[config.mk]
export PLATFORM = sky130hd
export DESIGN_NAME = bocc_goal_check
export DESIGN_NICKNAME = d
export VERILOG_FILES = /design/src/rtl/bocc_pkg.sv /design/src/rtl/bocc_goal_check.sv
export SDC_FILE = /design/constraint.sdc
export NUM_CORES = 1
export LEC_CHECK = 0
export BUFFER_PORTS_ARGS = -buffer_cell sky130_fd_sc_hd__buf_2
export CORE_MARGIN = 1.5
export CORE_UTILIZATION = 58
export DETAILED_ROUTE_END_ITERATION = 6
export PLACE_DENSITY = 0.89
export SYNTH_ARGS = -nofsm -noshare
export SYNTH_HDL_FRONTEND = slang
export SYNTH_SLANG_ARGS = --single-unit
[constraint.sdc]
create_clock -name clk -period 4.7 [get_ports clk]
set_input_delay 0.705 -clock clk [delete_from_list [all_inputs] [get_ports clk]]
set_output_delay 0.705 -clock clk [all_outputs]
set_load 0.005 [all_outputs]
[src/rtl/bocc_pkg.sv]
// ----------------------------------------------------------------------------
// Box obstacle collision check: shared package
// Types and constants used by the lanes, the goal check and the top level.
// ----------------------------------------------------------------------------
package bocc_pkg;

  // Three spatial axes, one lane each.
  localparam int unsigned AXES = 3;

  localparam int unsigned COORD_W  = 32;
  localparam int unsigned SIZE_W   = 31;
  localparam int unsigned MARGIN_W = 30;
  localparam int unsigned TOTAL_W  = 7;

  // Opcodes of an input item.
  localparam logic [1:0] OP_CLEAR = 2'd0;
  localparam logic [1:0] OP_ADD   = 2'd1;
  localparam logic [1:0] OP_QUERY = 2'd2;

  // Register indexes on the configuration port.
  localparam logic [2:0] REG_MARGIN   = 3'd0;
  localparam logic [2:0] REG_GOAL_CX  = 3'd1;
  localparam logic [2:0] REG_GOAL_CY  = 3'd2;
  localparam logic [2:0] REG_GOAL_CZ  = 3'd3;
  localparam logic [2:0] REG_GOAL_SX  = 3'd4;
  localparam logic [2:0] REG_GOAL_SY  = 3'd5;
  localparam logic [2:0] REG_GOAL_SZ  = 3'd6;

  // Write request into one axis lane's box memory.
  typedef struct packed {
    logic                       en;
    logic signed [COORD_W-1:0]  center;
    logic [SIZE_W-1:0]          size;
  } lane_wr_t;

endpackage

[src/rtl/bocc_goal_check.sv]
// ----------------------------------------------------------------------------
// Box obstacle collision check: goal check
// Tests whether a query point lies in the goal box, boundary included.
// ----------------------------------------------------------------------------
module bocc_goal_check (
  input  logic                                  clk,
  input  logic                                  capture,
  input  logic signed [bocc_pkg::COORD_W-1:0]   point       [bocc_pkg::AXES],
  input  logic signed [bocc_pkg::COORD_W-1:0]   goal_center [bocc_pkg::AXES],
  input  logic [bocc_pkg::SIZE_W-1:0]           goal_size   [bocc_pkg::AXES],
  output logic                                  at_goal
);

  logic [bocc_pkg::COORD_W-1:0] abs_diff [bocc_pkg::AXES];
  logic [bocc_pkg::AXES-1:0]    axis_ok;

  always_ff @(posedge clk) begin
    for (int a = 0; a < bocc_pkg::AXES; a++) begin
      logic signed [bocc_pkg::COORD_W:0] fwd;
      logic signed [bocc_pkg::COORD_W:0] rev;
      fwd = {point[a][bocc_pkg::COORD_W-1], point[a]}
          - {goal_center[a][bocc_pkg::COORD_W-1], goal_center[a]};
      rev = {goal_center[a][bocc_pkg::COORD_W-1], goal_center[a]}
          - {point[a][bocc_pkg::COORD_W-1], point[a]};
      if (capture) begin
        abs_diff[a] <= fwd[bocc_pkg::COORD_W] ? rev[bocc_pkg::COORD_W-1:0]
                                              : fwd[bocc_pkg::COORD_W-1:0];
      end
    end
    at_goal <= &axis_ok;
  end

  always_comb begin
    for (int a = 0; a < bocc_pkg::AXES; a++) begin
      axis_ok[a] = {abs_diff[a], 1'b0} <= {2'b00, goal_size[a]};
    end
  end

endmodule

# == Word level (Yosys, flattened, before mapping) ==
# Memory sizes are Yosys's and may differ from the RTL's.
# Cells that the tools add are included.
# word_totals
ff_bits,1
mem_bits_rw,96
input_bits,287
output_inout_bits,1
elab_cells,17
memories,1
# op_classes
n_addsub,6
n_lt_le_gt_ge,3
n_mux,5
n_reduce_logical,1
# memory_table
memory,words,width,rd,rd_clocked_by_memory_dff,wr,line,rtl
abs_diff,3,32,3,0,3,bocc_goal_check.sv:14,logic [bocc_pkg::COORD_W-1:0] abs_diff [bocc_pkg::AXES];
# op_table
op,count
less-or-equal comparator 33 x 31 -> 1 bit,3
subtractor 32 x 32 -> 33 bit,3
two-way mux 32 bit,3
subtractor 32 bit,3
AND reduction 3 bit,1
two-way mux 1 bit,2

# == Depth between registers and ports, before layout ==
# depth
ltp_word,2
ltp_mapped,17
ltp_nobuf,14

# == Worst setup path before layout ==
# OpenSTA, ideal clock, no wires.
# synth_timing
path_type,in2reg
start,input point[0] in the netlist's numbering
end,"memory abs_diff[0][94] in the netlist's numbering, data pin"
setup_time_ns,0.270
arrival_ns,3.323
required_time_ns,4.430
slack_ns,1.107
path_stages,16
n_path_buf,2
cell_sequence,inv_1 -> ha_1 -> fa_1 -> inv_1 -> a21o_1 -> a21oi_1 -> o21ai_2 -> o21ai_2 -> or4_1 -> a21oi_1 -> a211o_1 -> buf_4 -> buf_6 -> mux2i_1 -> o41ai_2 -> xor2_1
# synth_lines
item,line,rtl
"start, declared",bocc_goal_check.sv:8,"input logic signed [bocc_pkg::COORD_W-1:0] point [bocc_pkg::AXES],"
"end, declared",bocc_goal_check.sv:14,

==> results.sh <==
export IMPL_worstMarginPinSlew_ns=0.981
export IMPL_internal_power_mw=2.52
export IMPL_clk_latency_ns=0.35
export IMPL_p_sw_mw=1.52
export IMPL_synth_cell_types=80
export IMPL_syn_num_nets=2446
export IMPL_powerDensity_nw_per_um2=239
export IMPL_synth_top_area_share_pct=23.3
export IMPL_yosys_top_cells_area="ha_1 (23%), edfxtp_1 (19%), inv_1 (7.9%)"
export IMPL_wirelength_um=39700
export IMPL_ios=288
export IMPL_drc_errors=0
export IMPL_slew_viol_final=0
export IMPL_dieArea_sq_um=26800
export IMPL_synth_seq_cells=97
export IMPL_relSlewSlack_pct=34.6
export IMPL_critPathLaunchType="input pin"
export IMPL_synthFlopType="edfxtp_1"
export IMPL_syn_area_per_cell_sq_um=8.01
export IMPL_power_frac_clock_pct=19.7
export IMPL_finalHoldViolCount=0
export IMPL_finalWorstSetupSlack_ns=0.773
export IMPL_path_max_fanout=10
export IMPL_critPathCaptureType="flop"
export IMPL_worstHoldPathCells=3
export IMPL_die_w_um=164
export IMPL_yosysTopAreaCell="ha_1"
export IMPL_rsz0062_at_grt="false"
export IMPL_utilization_pct=67.1
export IMPL_ir_worst_vdd_mv=0.234
export IMPL_drv_cap=0
export IMPL_leakage_nw=9.07
export IMPL_drtIter0Drc=1030
export IMPL_grt_pass1_vias=13800
export IMPL_dr_pass1_iters=7
export IMPL_hold_class="reg2reg"
export IMPL_dpl_cell_area_sq_um=16600
export IMPL_holdBufCountCts=0
export IMPL_synthTopCellsByCount="inv_1 (316), ha_1 (279), a21oi_1 (210)"
export IMPL_fillers=2168
export IMPL_hpwl_um=33000
export IMPL_clock_path_buffers=2
export IMPL_setup_tns_ns=0
export IMPL_required_ns=4.78
export IMPL_status="finished, final reports clean"
export IMPL_combPwrFrac_pct=49.2
export IMPL_fin_crit_sh_pct=83.5
export IMPL_cts_resized=0
export IMPL_area_growth_pct=13.0
export IMPL_fp_row_count=58
export IMPL_fmax_mhz=255
export IMPL_clk_pin_slew_ns=0.07
export IMPL_synth_most_common_cell="inv_1"
export IMPL_gr_total_overflow=0
export IMPL_arrival_ns=4.01
export IMPL_cts_tree="done"
export IMPL_antenna_found_initial=15
export IMPL_cts_root_buf="clkbuf_16"
export IMPL_grt_usage_pct=29.0
export IMPL_seqCellArea_sq_um=2900
export IMPL_worstSetupPathType="in2reg"
export IMPL_final_layout_size_suffix_gt1_share_pct=15.9
export IMPL_yosysWarnings=0
export IMPL_seq_power_share_pct=31.1
export IMPL_netSwitchingFraction_pct=37.6
export IMPL_async_flop_share_pct=0
export IMPL_skew_ns=0.00653
export IMPL_initial_core_util_pct=59.4
export IMPL_netlist_instances=1874
export IMPL_synth_area_sq_um=15000
export IMPL_core_sq_um=25300
export IMPL_dieHeight_um=164
export IMPL_setup_violations=0
export IMPL_place_ws_ns=0.483
export IMPL_gp_congestion=0.956
export IMPL_post_cts_buffers=0
export IMPL_final_area_sq_um=16900
export IMPL_cts_num_sinks=97
export IMPL_min_period_ns=3.93
export IMPL_num_vias=14200
export IMPL_via_per_inst=5.77
export IMPL_yosysSeqAreaShare_pct=19.3
export IMPL_wl_per_cell_um=16.1
export IMPL_cts_buffers=9
export IMPL_postRouteAntennaNets=0
export IMPL_nets=2685
export IMPL_port_buffers=287
export IMPL_rr_worst_depth=9
export IMPL_grt_max_degree=74
export IMPL_multiInputGateArea_sq_um=10500
export IMPL_grt_pass1_wl_um=63700
export IMPL_synth_edf_count=96
export IMPL_cts_htree_levels=3
-- power groups by stage --
stage,registers [mW],logic (mW),clock network (mW)
2_1_floorplan,1.25,1.42,0
3_5_place_dp,1.28,1.95,0
6_report,1.26,1.99,0.795
5_1_grt,1.27,2.21,0.837
4_1_cts,1.26,1.96,0.798
3_3_place_gp,1.27,1.87,0
-- stage by stage --
stage	total power [mW]	hold WS (ns)	cells
finish	4.04	0.698	2462
CTS	4.02	0.665	2447
global placement	3.13	0.643	2432
detailed placement	3.22	0.652	2432
global route	4.32	0.770	2462
floorplan	2.66	0.529	1874
-- per-layer routing --
metal,GRT usage [%],vias to the layer above,wire length [um]
met5,0,-,0
met4,14.2,0,1490
met3,2.40,103,2210
met2,51.1,553,19300
met1,35.6,6494,16700
li1,-,7063,-
-- area by class of cell --
class,instances,area share [%]
clock buffer,10,1.35
antenna,15,0.221
tap,330,2.44
clock inverter,5,0.472
inverter,316,7.00
timing repair buffer,302,9.23
sequential,97,17.1
multi-input combinational,1387,62.2
-- flip-flops by register name, summed over array words and instances, names as in the netlist --
register / flops
abs_diff: 96
at_goal: 1
-- worst max-delay path, stage by stage --
cell and delay [ns]:
buf_2 0.09, inv_1 0.05, ha_1 0.21, fa_1 0.40, inv_1 0.07, a21o_1 0.11, a21oi_1 0.11, o21ai_2 0.21
o21ai_2 0.13, or4_1 0.52, a21oi_1 0.18, a211o_1 0.41, buf_4 0.26, mux2i_1 0.27, o41ai_2 0.12, xor2_1 0.16
-- worst paths after layout --
kind,from,endpoint,slack [ns]
worst min register to register,abs_diff[0][62],at_goal,0.70
worst min-delay path,abs_diff[0][62],at_goal,0.70
worst max register to register,abs_diff[0][57],at_goal,2.15
worst max-delay path,point[0],abs_diff[0][94],0.77
-- placed cells by master, fill, tap and decap left out, drive strengths merged, types with 15 or more instances in the layout --
cell	count
a21oi	210
nand3	28
nor2b	29
a31oi	15
a21o	101
mux2i	47
edfxtp	96
nor3	27
xnor2	49
nand2	90
a211oi	18
o21ai	117
nor2	89
nand4	39
o21a	19
inv	317
buf	302
xor2	38
diode	15
nand2b	25
o21bai	21
ha	279
o31ai	16
-- cell families after synthesis --
logic type	count (synthesis)	synth area share, %
xor gates and xnor gates	87	5.08
adders and majority gates	285	24.1
AOI/OAI and AO/OA	591	25.0
muxes	52	3.51
DFF	97	19.3
and+or+nand+nor	372	12.6
buffers and inverters	390	10.4
Power figures use the tool's default switching activity.
