File: src/rtl/bocc_pkg.sv
// ----------------------------------------------------------------------------
// Box obstacle collision check: shared package
// Types and constants used by the lanes, the goal check and the top level.
// ----------------------------------------------------------------------------
package bocc_pkg;

  // Three spatial axes, one lane each.
  localparam int unsigned AXES = 3;

  localparam int unsigned COORD_W  = 32;
  localparam int unsigned SIZE_W   = 31;
  localparam int unsigned MARGIN_W = 30;
  localparam int unsigned TOTAL_W  = 7;

  // Opcodes of an input item.
  localparam logic [1:0] OP_CLEAR = 2'd0;
  localparam logic [1:0] OP_ADD   = 2'd1;
  localparam logic [1:0] OP_QUERY = 2'd2;

  // Register indexes on the configuration port.
  localparam logic [2:0] REG_MARGIN   = 3'd0;
  localparam logic [2:0] REG_GOAL_CX  = 3'd1;
  localparam logic [2:0] REG_GOAL_CY  = 3'd2;
  localparam logic [2:0] REG_GOAL_CZ  = 3'd3;
  localparam logic [2:0] REG_GOAL_SX  = 3'd4;
  localparam logic [2:0] REG_GOAL_SY  = 3'd5;
  localparam logic [2:0] REG_GOAL_SZ  = 3'd6;

  // Write request into one axis lane's box memory.
  typedef struct packed {
    logic                       en;
    logic signed [COORD_W-1:0]  center;
    logic [SIZE_W-1:0]          size;
  } lane_wr_t;

endpackage

File: src/rtl/bocc_axis_lane.sv
// ----------------------------------------------------------------------------
// Box obstacle collision check: axis lane
// Holds one axis of every stored box and tests the query point on that axis.
// ----------------------------------------------------------------------------
module bocc_axis_lane #(
  parameter int unsigned DEPTH = 64,
  parameter int unsigned AW    = 6
) (
  input  logic                                    clk,
  input  bocc_pkg::lane_wr_t                      wr,
  input  logic [AW-1:0]                           wr_addr,
  input  logic                                    rd_en,
  input  logic [AW-1:0]                           rd_addr,
  input  logic signed [bocc_pkg::COORD_W-1:0]     point,
  input  logic [bocc_pkg::MARGIN_W-1:0]           margin,
  output logic                                    hit
);

  localparam int unsigned EW = bocc_pkg::COORD_W + bocc_pkg::SIZE_W;

  logic [EW-1:0] store [DEPTH];
  logic [EW-1:0] rd_entry;

  logic signed [bocc_pkg::COORD_W-1:0] center;
  logic [bocc_pkg::SIZE_W-1:0]         size;
  logic signed [bocc_pkg::COORD_W:0]   diff_fwd;
  logic signed [bocc_pkg::COORD_W:0]   diff_rev;
  logic [bocc_pkg::COORD_W-1:0]        abs_now;
  logic [bocc_pkg::COORD_W-1:0]        abs_diff;
  logic [bocc_pkg::COORD_W-1:0]        limit;

  // Memory: one write port for adds, one registered read port for the scan.
  always_ff @(posedge clk) begin
    if (wr.en) begin
      store[wr_addr] <= {wr.center, wr.size};
    end
    if (rd_en) begin
      rd_entry <= store[rd_addr];
    end
  end

  assign center   = rd_entry[EW-1:bocc_pkg::SIZE_W];
  assign size     = rd_entry[bocc_pkg::SIZE_W-1:0];
  assign diff_fwd = {center[bocc_pkg::COORD_W-1], center} - {point[bocc_pkg::COORD_W-1], point};
  assign diff_rev = {point[bocc_pkg::COORD_W-1], point} - {center[bocc_pkg::COORD_W-1], center};
  assign abs_now  = diff_fwd[bocc_pkg::COORD_W] ? diff_rev[bocc_pkg::COORD_W-1:0]
                                                : diff_fwd[bocc_pkg::COORD_W-1:0];

  // Distance and inflated extent, then the strict compare of 2|d| against it.
  always_ff @(posedge clk) begin
    abs_diff <= abs_now;
    limit    <= {1'b0, size} + {1'b0, margin, 1'b0};
    hit      <= {abs_diff, 1'b0} < {1'b0, limit};
  end

endmodule

File: config.mk
export PLATFORM = sky130hd
export DESIGN_NAME = bocc_axis_lane
export DESIGN_NICKNAME = d
export VERILOG_FILES = /design/src/rtl/bocc_pkg.sv /design/src/rtl/bocc_axis_lane.sv
export SDC_FILE = /design/constraint.sdc
export NUM_CORES = 2
export LEC_CHECK = 0
export BUFFER_PORTS_ARGS = -buffer_cell sky130_fd_sc_hd__buf_4
export CAP_MARGIN = 0
export CELL_PAD_IN_SITES_DETAIL_PLACEMENT = 1
export CELL_PAD_IN_SITES_GLOBAL_PLACEMENT = 1
export CORE_UTILIZATION = 35
export CTS_BUF_LIST = sky130_fd_sc_hd__clkbuf_8
export DETAILED_ROUTE_END_ITERATION = 8
export PLACE_DENSITY = 0.61
export SETUP_SLACK_MARGIN = 0.1
export SYNTH_ARGS = -nofsm -noshare
export SYNTH_HDL_FRONTEND = slang
export SYNTH_SLANG_ARGS = --single-unit
File: constraint.sdc
create_clock -name clk -period 6.1 [get_ports clk]
set_clock_uncertainty 0.15 [all_clocks]
set_input_delay 0.915 -clock clk [delete_from_list [all_inputs] [get_ports clk]]
set_output_delay 0.915 -clock clk [all_outputs]
set_load 0.02 [all_outputs]
# After elaboration in Yosys (flattened, before gate mapping)
# Memories as Yosys holds them, arrays and structs flattened. A register that Yosys moved wholly into a read port is not among the register bits.
# Index checks and enable logic that the tools add are counted.
[totals]
reg_bits = 65
ramBits = 4032
inputBits = 140
out_inout_bits = 1
wordCells = 11
n_memories = 1
[classes]
n_addsub = 3
order_cmp = 1
n_mux = 3
[memory_table]
columns = ["memory", "depth", "width", "rd", "rd_clocked_by_memory_dff", "write_ports", "line", "source"]
rows = [
  ["store", 64, 63, 1, 1, 1, "bocc_axis_lane.sv:21", "logic [EW-1:0] store [DEPTH];"],
]
[ops]
columns = ["op", "n"]
rows = [
  ["less-than comparator 33 x 32 -> 1 bit", 1],
  ["subtractor 32 x 32 -> 33 bit", 1],
  ["adder 31 x 31 -> 32 bit", 1],
  ["two-way mux 32 bit", 1],
  ["subtractor 32 bit", 1],
  ["two-way mux 1 bit", 2],
]

# Longest topological paths before layout
[logic_depth]
depth_word = 2
mapped_depth = 14
ltp_nobuf = 12

# Worst setup path after synthesis
# No wires, ideal clock.
[synth_path]
kind = "in2reg"
start = "in wr_addr[3]"
end = "mem store[48][0] (netlist bit) (enable)"
setup_time_ps = 561
t_arrival_ps = 5698
required_time_ps = 5389
slack_ps = -310
path_stages = 4
path_buffers = 1
path_cell_list = "clkbuf_1 > nor2b_1 > nand4b_1 > nor3_1"
[synth_lines]
columns = ["item", "line", "source"]
rows = [
  ["from (decl)", "bocc_axis_lane.sv:11", "input logic [AW-1:0] wr_addr,"],
  ["to (decl)", "bocc_axis_lane.sv:21", ""],
]
# No word-level cell before the write port.

# Final worst setup path
[layout_path]
start = "reg rd_entry[31], read port of store"
end = "reg abs_diff[7] (netlist bit)"
[layout_between]
elab_chain_len = 2
word_cells_on_any_way = 3
cone_classes = "add/sub (2); mux (1)"
[layout_rtl]
columns = ["item", "line", "source"]
rows = [
  ["from (decl)", "bocc_axis_lane.sv:22", "logic [EW-1:0] rd_entry;"],
  ["subtractor 32 x 32 -> 33 bit / subtractor 32 bit (equally long branches)", "bocc_axis_lane.sv:44, bocc_axis_lane.sv:45", ""],
  ["two-way mux 32 bit *", "bocc_axis_lane.sv:46", "assign abs_now = diff_fwd[bocc_pkg::COORD_W] ? diff_rev[bocc_pkg::COORD_W-1:0]"],
  ["named net abs_now, one bit", "bocc_axis_lane.sv:28", "logic [bocc_pkg::COORD_W-1:0] abs_now;"],
  ["to (signal assigned)", "bocc_axis_lane.sv:51", "abs_diff <= abs_now;"],
  ["to (decl)", "bocc_axis_lane.sv:29", "logic [bocc_pkg::COORD_W-1:0] abs_diff;"],
]
# Mark *: on every way through the listed nets, which the timed path passes. The rest lies on a longest branch.

==> metrics.txt <==
width of the chip=between 600 and 700 um; fin worst setup slack=between 1500 and 2000 ps; Min-Delay Path Class=in -> reg; Initial DRC Count=about 10k; I/O pin count=between 100 and 150; Vias/cell=5.645; Netlist cell types=73; Worst Setup Start Kind=flop; Cell Area, Placed=~0.17 mm2; fin crit period=between 4000 and 5000 ps; Async SR Flop Fraction=0%; Syn Inst Count=about 6.7k; DP Worst Slack=between 1000 and 1500 ps; area grow syn2layout=14.85%; post-route clock period utilization=a little over two thirds; Final Cell Area=~0.19 mm2; Max IR drop VDD=around 0.22 mV; gpl congestion=0.8089; clk_lat worst skew=1260 ps; Core Rows=between 200 and 250; final setup fails=0; Max-Cap Viols=0; Clock Sinks=4160; FMAX=roughly 240 MHz; antenna viol nets, final=0; synthesized area per cell=between 20 and 25 um2; Fin Setup TNS=0 ps; combinational family with the most area after synthesis=multiplexers; Compound-Gate Fraction of Synth Area=1.246%; Slew HR=around 8%; final slew viol count=0; GRT Total Usage=a little over a fifth; worst slew pin tran=between 1000 and 1500 ps; die height=approximately 680 um; Synth Area in XOR/XNOR=less than 1%; top cell type's share of synthesized area=76.21%; clock root cell=clkbuf_8; Synthesized Nets=about 7k; EDFF count, synth=4095; post-CTS setup buffer count=0; total number of vias=80.11k; Initial Util=35.25%; WS Path Type=reg -> reg; Top FF cell, synth=edfxtp_1; DRT Pass-1 Iters=7; CTS tree=yes; post-synthesis simple-gate area fraction=less than 1%; P_leak=slightly below 60 nW; DP HPWL=~270 mm; layout cell share with drive strength beyond 1=around a third; failing checks=design-rule violations; cell accounting for the most synthesized area=edfxtp_1; Nets=7802; status=finished, violations left; Die Area=about 0.46 mm2; Clock Tree Buf Depth=4; synth warn=0; cell area after synthesis=0.1613 mm2; Seq cells post-synth=4160; Routed WL=about 500 mm; pwr dens=around 320 mW/mm2; Crit Path Max Fanout=21; Num CTS Buffers=670; vias in the first global route=82.77k; initial antenna violation count=42; worst path arrival time=roughly 5200 ps; Core Area=between 0.4 and 0.5 mm2; post-synthesis mux area share=between 10% and 20%; routed len/inst=34.78 um; H-tree levels=6; first-pass GRT wire length=between 600 and 700 mm; gr ovfl total=0; CTS clk-pin slew, worst paths=about 60 ps; DR DRC count=52; Port Buffers=140; Area contributors post-synth=edfxtp_1, mux4_2, ha_1; Final Hold Viols=0; Post-Synth Adder-Cell Area=0.9988%; largest net degree at the start of global routing=95; CP Capture Type=flop; RSZ-0062 raised after global routing=false; Critical Path RT=7020 ps; sequential area share after synthesis=roughly 77%
==> metal layers <==
layer / share of wire, % / GRT usage (%)
met2: 47 / 33.16
met5: 0.016 / 0
met3: 8.2 / 3.924
met4: 3.6 / 7.187
met1: 41 / 29.04
==> Yosys cell counts, drive strengths merged (3+ instances only) <==
| library cell | number |
|---|---|
| buf | 107 |
| nand4 | 13 |
| nand2b | 16 |
| ha | 124 |
| o21bai | 11 |
| a221oi | 4 |
| o21a | 19 |
| and3 | 8 |
| o211ai | 8 |
| o21ai | 49 |
| a21oi | 91 |
| a211o | 3 |
| a311oi | 5 |
| a21o | 51 |
| a211oi | 14 |
| inv | 116 |
| and2 | 4 |
| nand2 | 55 |
| a31oi | 16 |
| mux4 | 1323 |
| edfxtp | 4095 |
| o31ai | 3 |
| nor2 | 120 |
| nand3 | 18 |
| fa | 3 |
| nor2b | 21 |
| a31o | 3 |
| clkbuf | 222 |
| and4 | 3 |
| o311a | 3 |
| mux2 | 4 |
| dfxtp | 65 |
| nor3 | 11 |
| xor2 | 20 |
| mux2i | 10 |
| xnor2 | 33 |
==> cell type report <==
| class | instances | area, um2 |
|---|---|---|
| tap | 6125 | 7664 |
| clock buffer | 680 | 9359 |
| antenna | 9 | 22.52 |
| fill | 42778 | 272400 |
| timing repair buffer | 486 | 4981 |
| sequential | 4160 | 124300 |
| clock inverter | 514 | 2736 |
| multi-input combinational | 2101 | 35850 |
| inverter | 116 | 435.4 |
==> where the power goes <==
| part | total (mW) | internal [mW] | leakage [nW] | switching (mW) |
|---|---|---|---|---|
| Sequential | 32.3 | 31.8 | 37.4 | 0.456 |
| Combinational | 4.09 | 1.72 | 14.3 | 2.37 |
| Clock | 22.2 | 10.9 | 7.09 | 11.3 |
| Total | 58.6 | 44.5 | 58.9 | 14.1 |
==> worst max-delay path, stage by stage, from the launching register on <==
cell      delay [ps]
edfxtp_1         520
inv_1             80
ha_1             220
fa_1             380
nand2b_2         210
a211oi_2         240
o41ai_2          190
o41a_1           380
a21o_2           230
mux2i_4          600
buf_4            350
mux2i_1          280
a21oi_2           90
xnor2_1          150
==> kinds of logic after synthesis <==
kind of cell | Yosys count
flops | 4160
mux | 1337
buf+inv | 445
compound gates | 304
simple gates | 280
fa+ha+maj | 127
xor+xnor | 53
==> flip-flops by register name, summed over array words and instances, names as in the netlist <==
name / cells
abs_diff: 32
hit: 1
store: 4032
limit: 32
rd_entry: 63
==> worst paths after layout <==
path | startpoint | end | slack [ps] | cells past startpoint
setup / recovery | rd_entry[31] | abs_diff[7] | 1850 | 13
hold / removal | wr[9] | store[63][9] | 110 | 1
setup reg to reg | rd_entry[31] | abs_diff[7] | 1850 | 13
hold reg to reg | abs_diff[31] | hit | 490 | 2
==> layout by cell type (no fill, tap or decap), types with 9 or more instances in the layout <==
| cell type | n |
|---|---|
| edfxtp_1 | 4095 |
| mux4_2 | 1323 |
| clkbuf_8 | 681 |
| inv_1 | 368 |
| buf_4 | 333 |
| clkinv_1 | 154 |
| ha_1 | 124 |
| buf_12 | 91 |
| a21oi_1 | 89 |
| dfxtp_1 | 65 |
| nor2_4 | 62 |
| nor2_1 | 57 |
| nand2_1 | 55 |
| dlygate4sd3_1 | 55 |
| a21o_1 | 50 |
| o21ai_0 | 49 |
| clkinv_2 | 43 |
| xnor2_1 | 33 |
| nor2b_1 | 21 |
| xor2_1 | 20 |
| o21a_1 | 19 |
| nand3_1 | 18 |
| a31oi_1 | 16 |
| nand2b_1 | 15 |
| inv_8 | 15 |
| a211oi_1 | 13 |
| nand4_1 | 13 |
| o21bai_1 | 11 |
| inv_12 | 11 |
| clkinv_8 | 11 |
| bufinv_16 | 11 |
| diode_2 | 9 |
| nor3_1 | 9 |
| inv_6 | 9 |
==> what timing repair did <==
item / in CTS / in global routing
resized for setup: 0 / 0
endpoints found under the hold margin: 2088 / 0
hold buffers: 55 / 0
==> metrics by stage <==
step	std cells	utilization [%]	power (mW)	hold WS [ps]
2_1_floorplan	6706	-	34.96	173.3
3_3_place_gp	12933	37.72	36.80	416.0
3_5_place_dp	12933	37.72	36.92	448.4
4_1_cts	14182	40.48	59.11	0.1487
5_1_grt	14186	40.49	60.49	83.27
6_report	14191	40.49	58.63	109.4
Power figures use the tool's default switching activity.
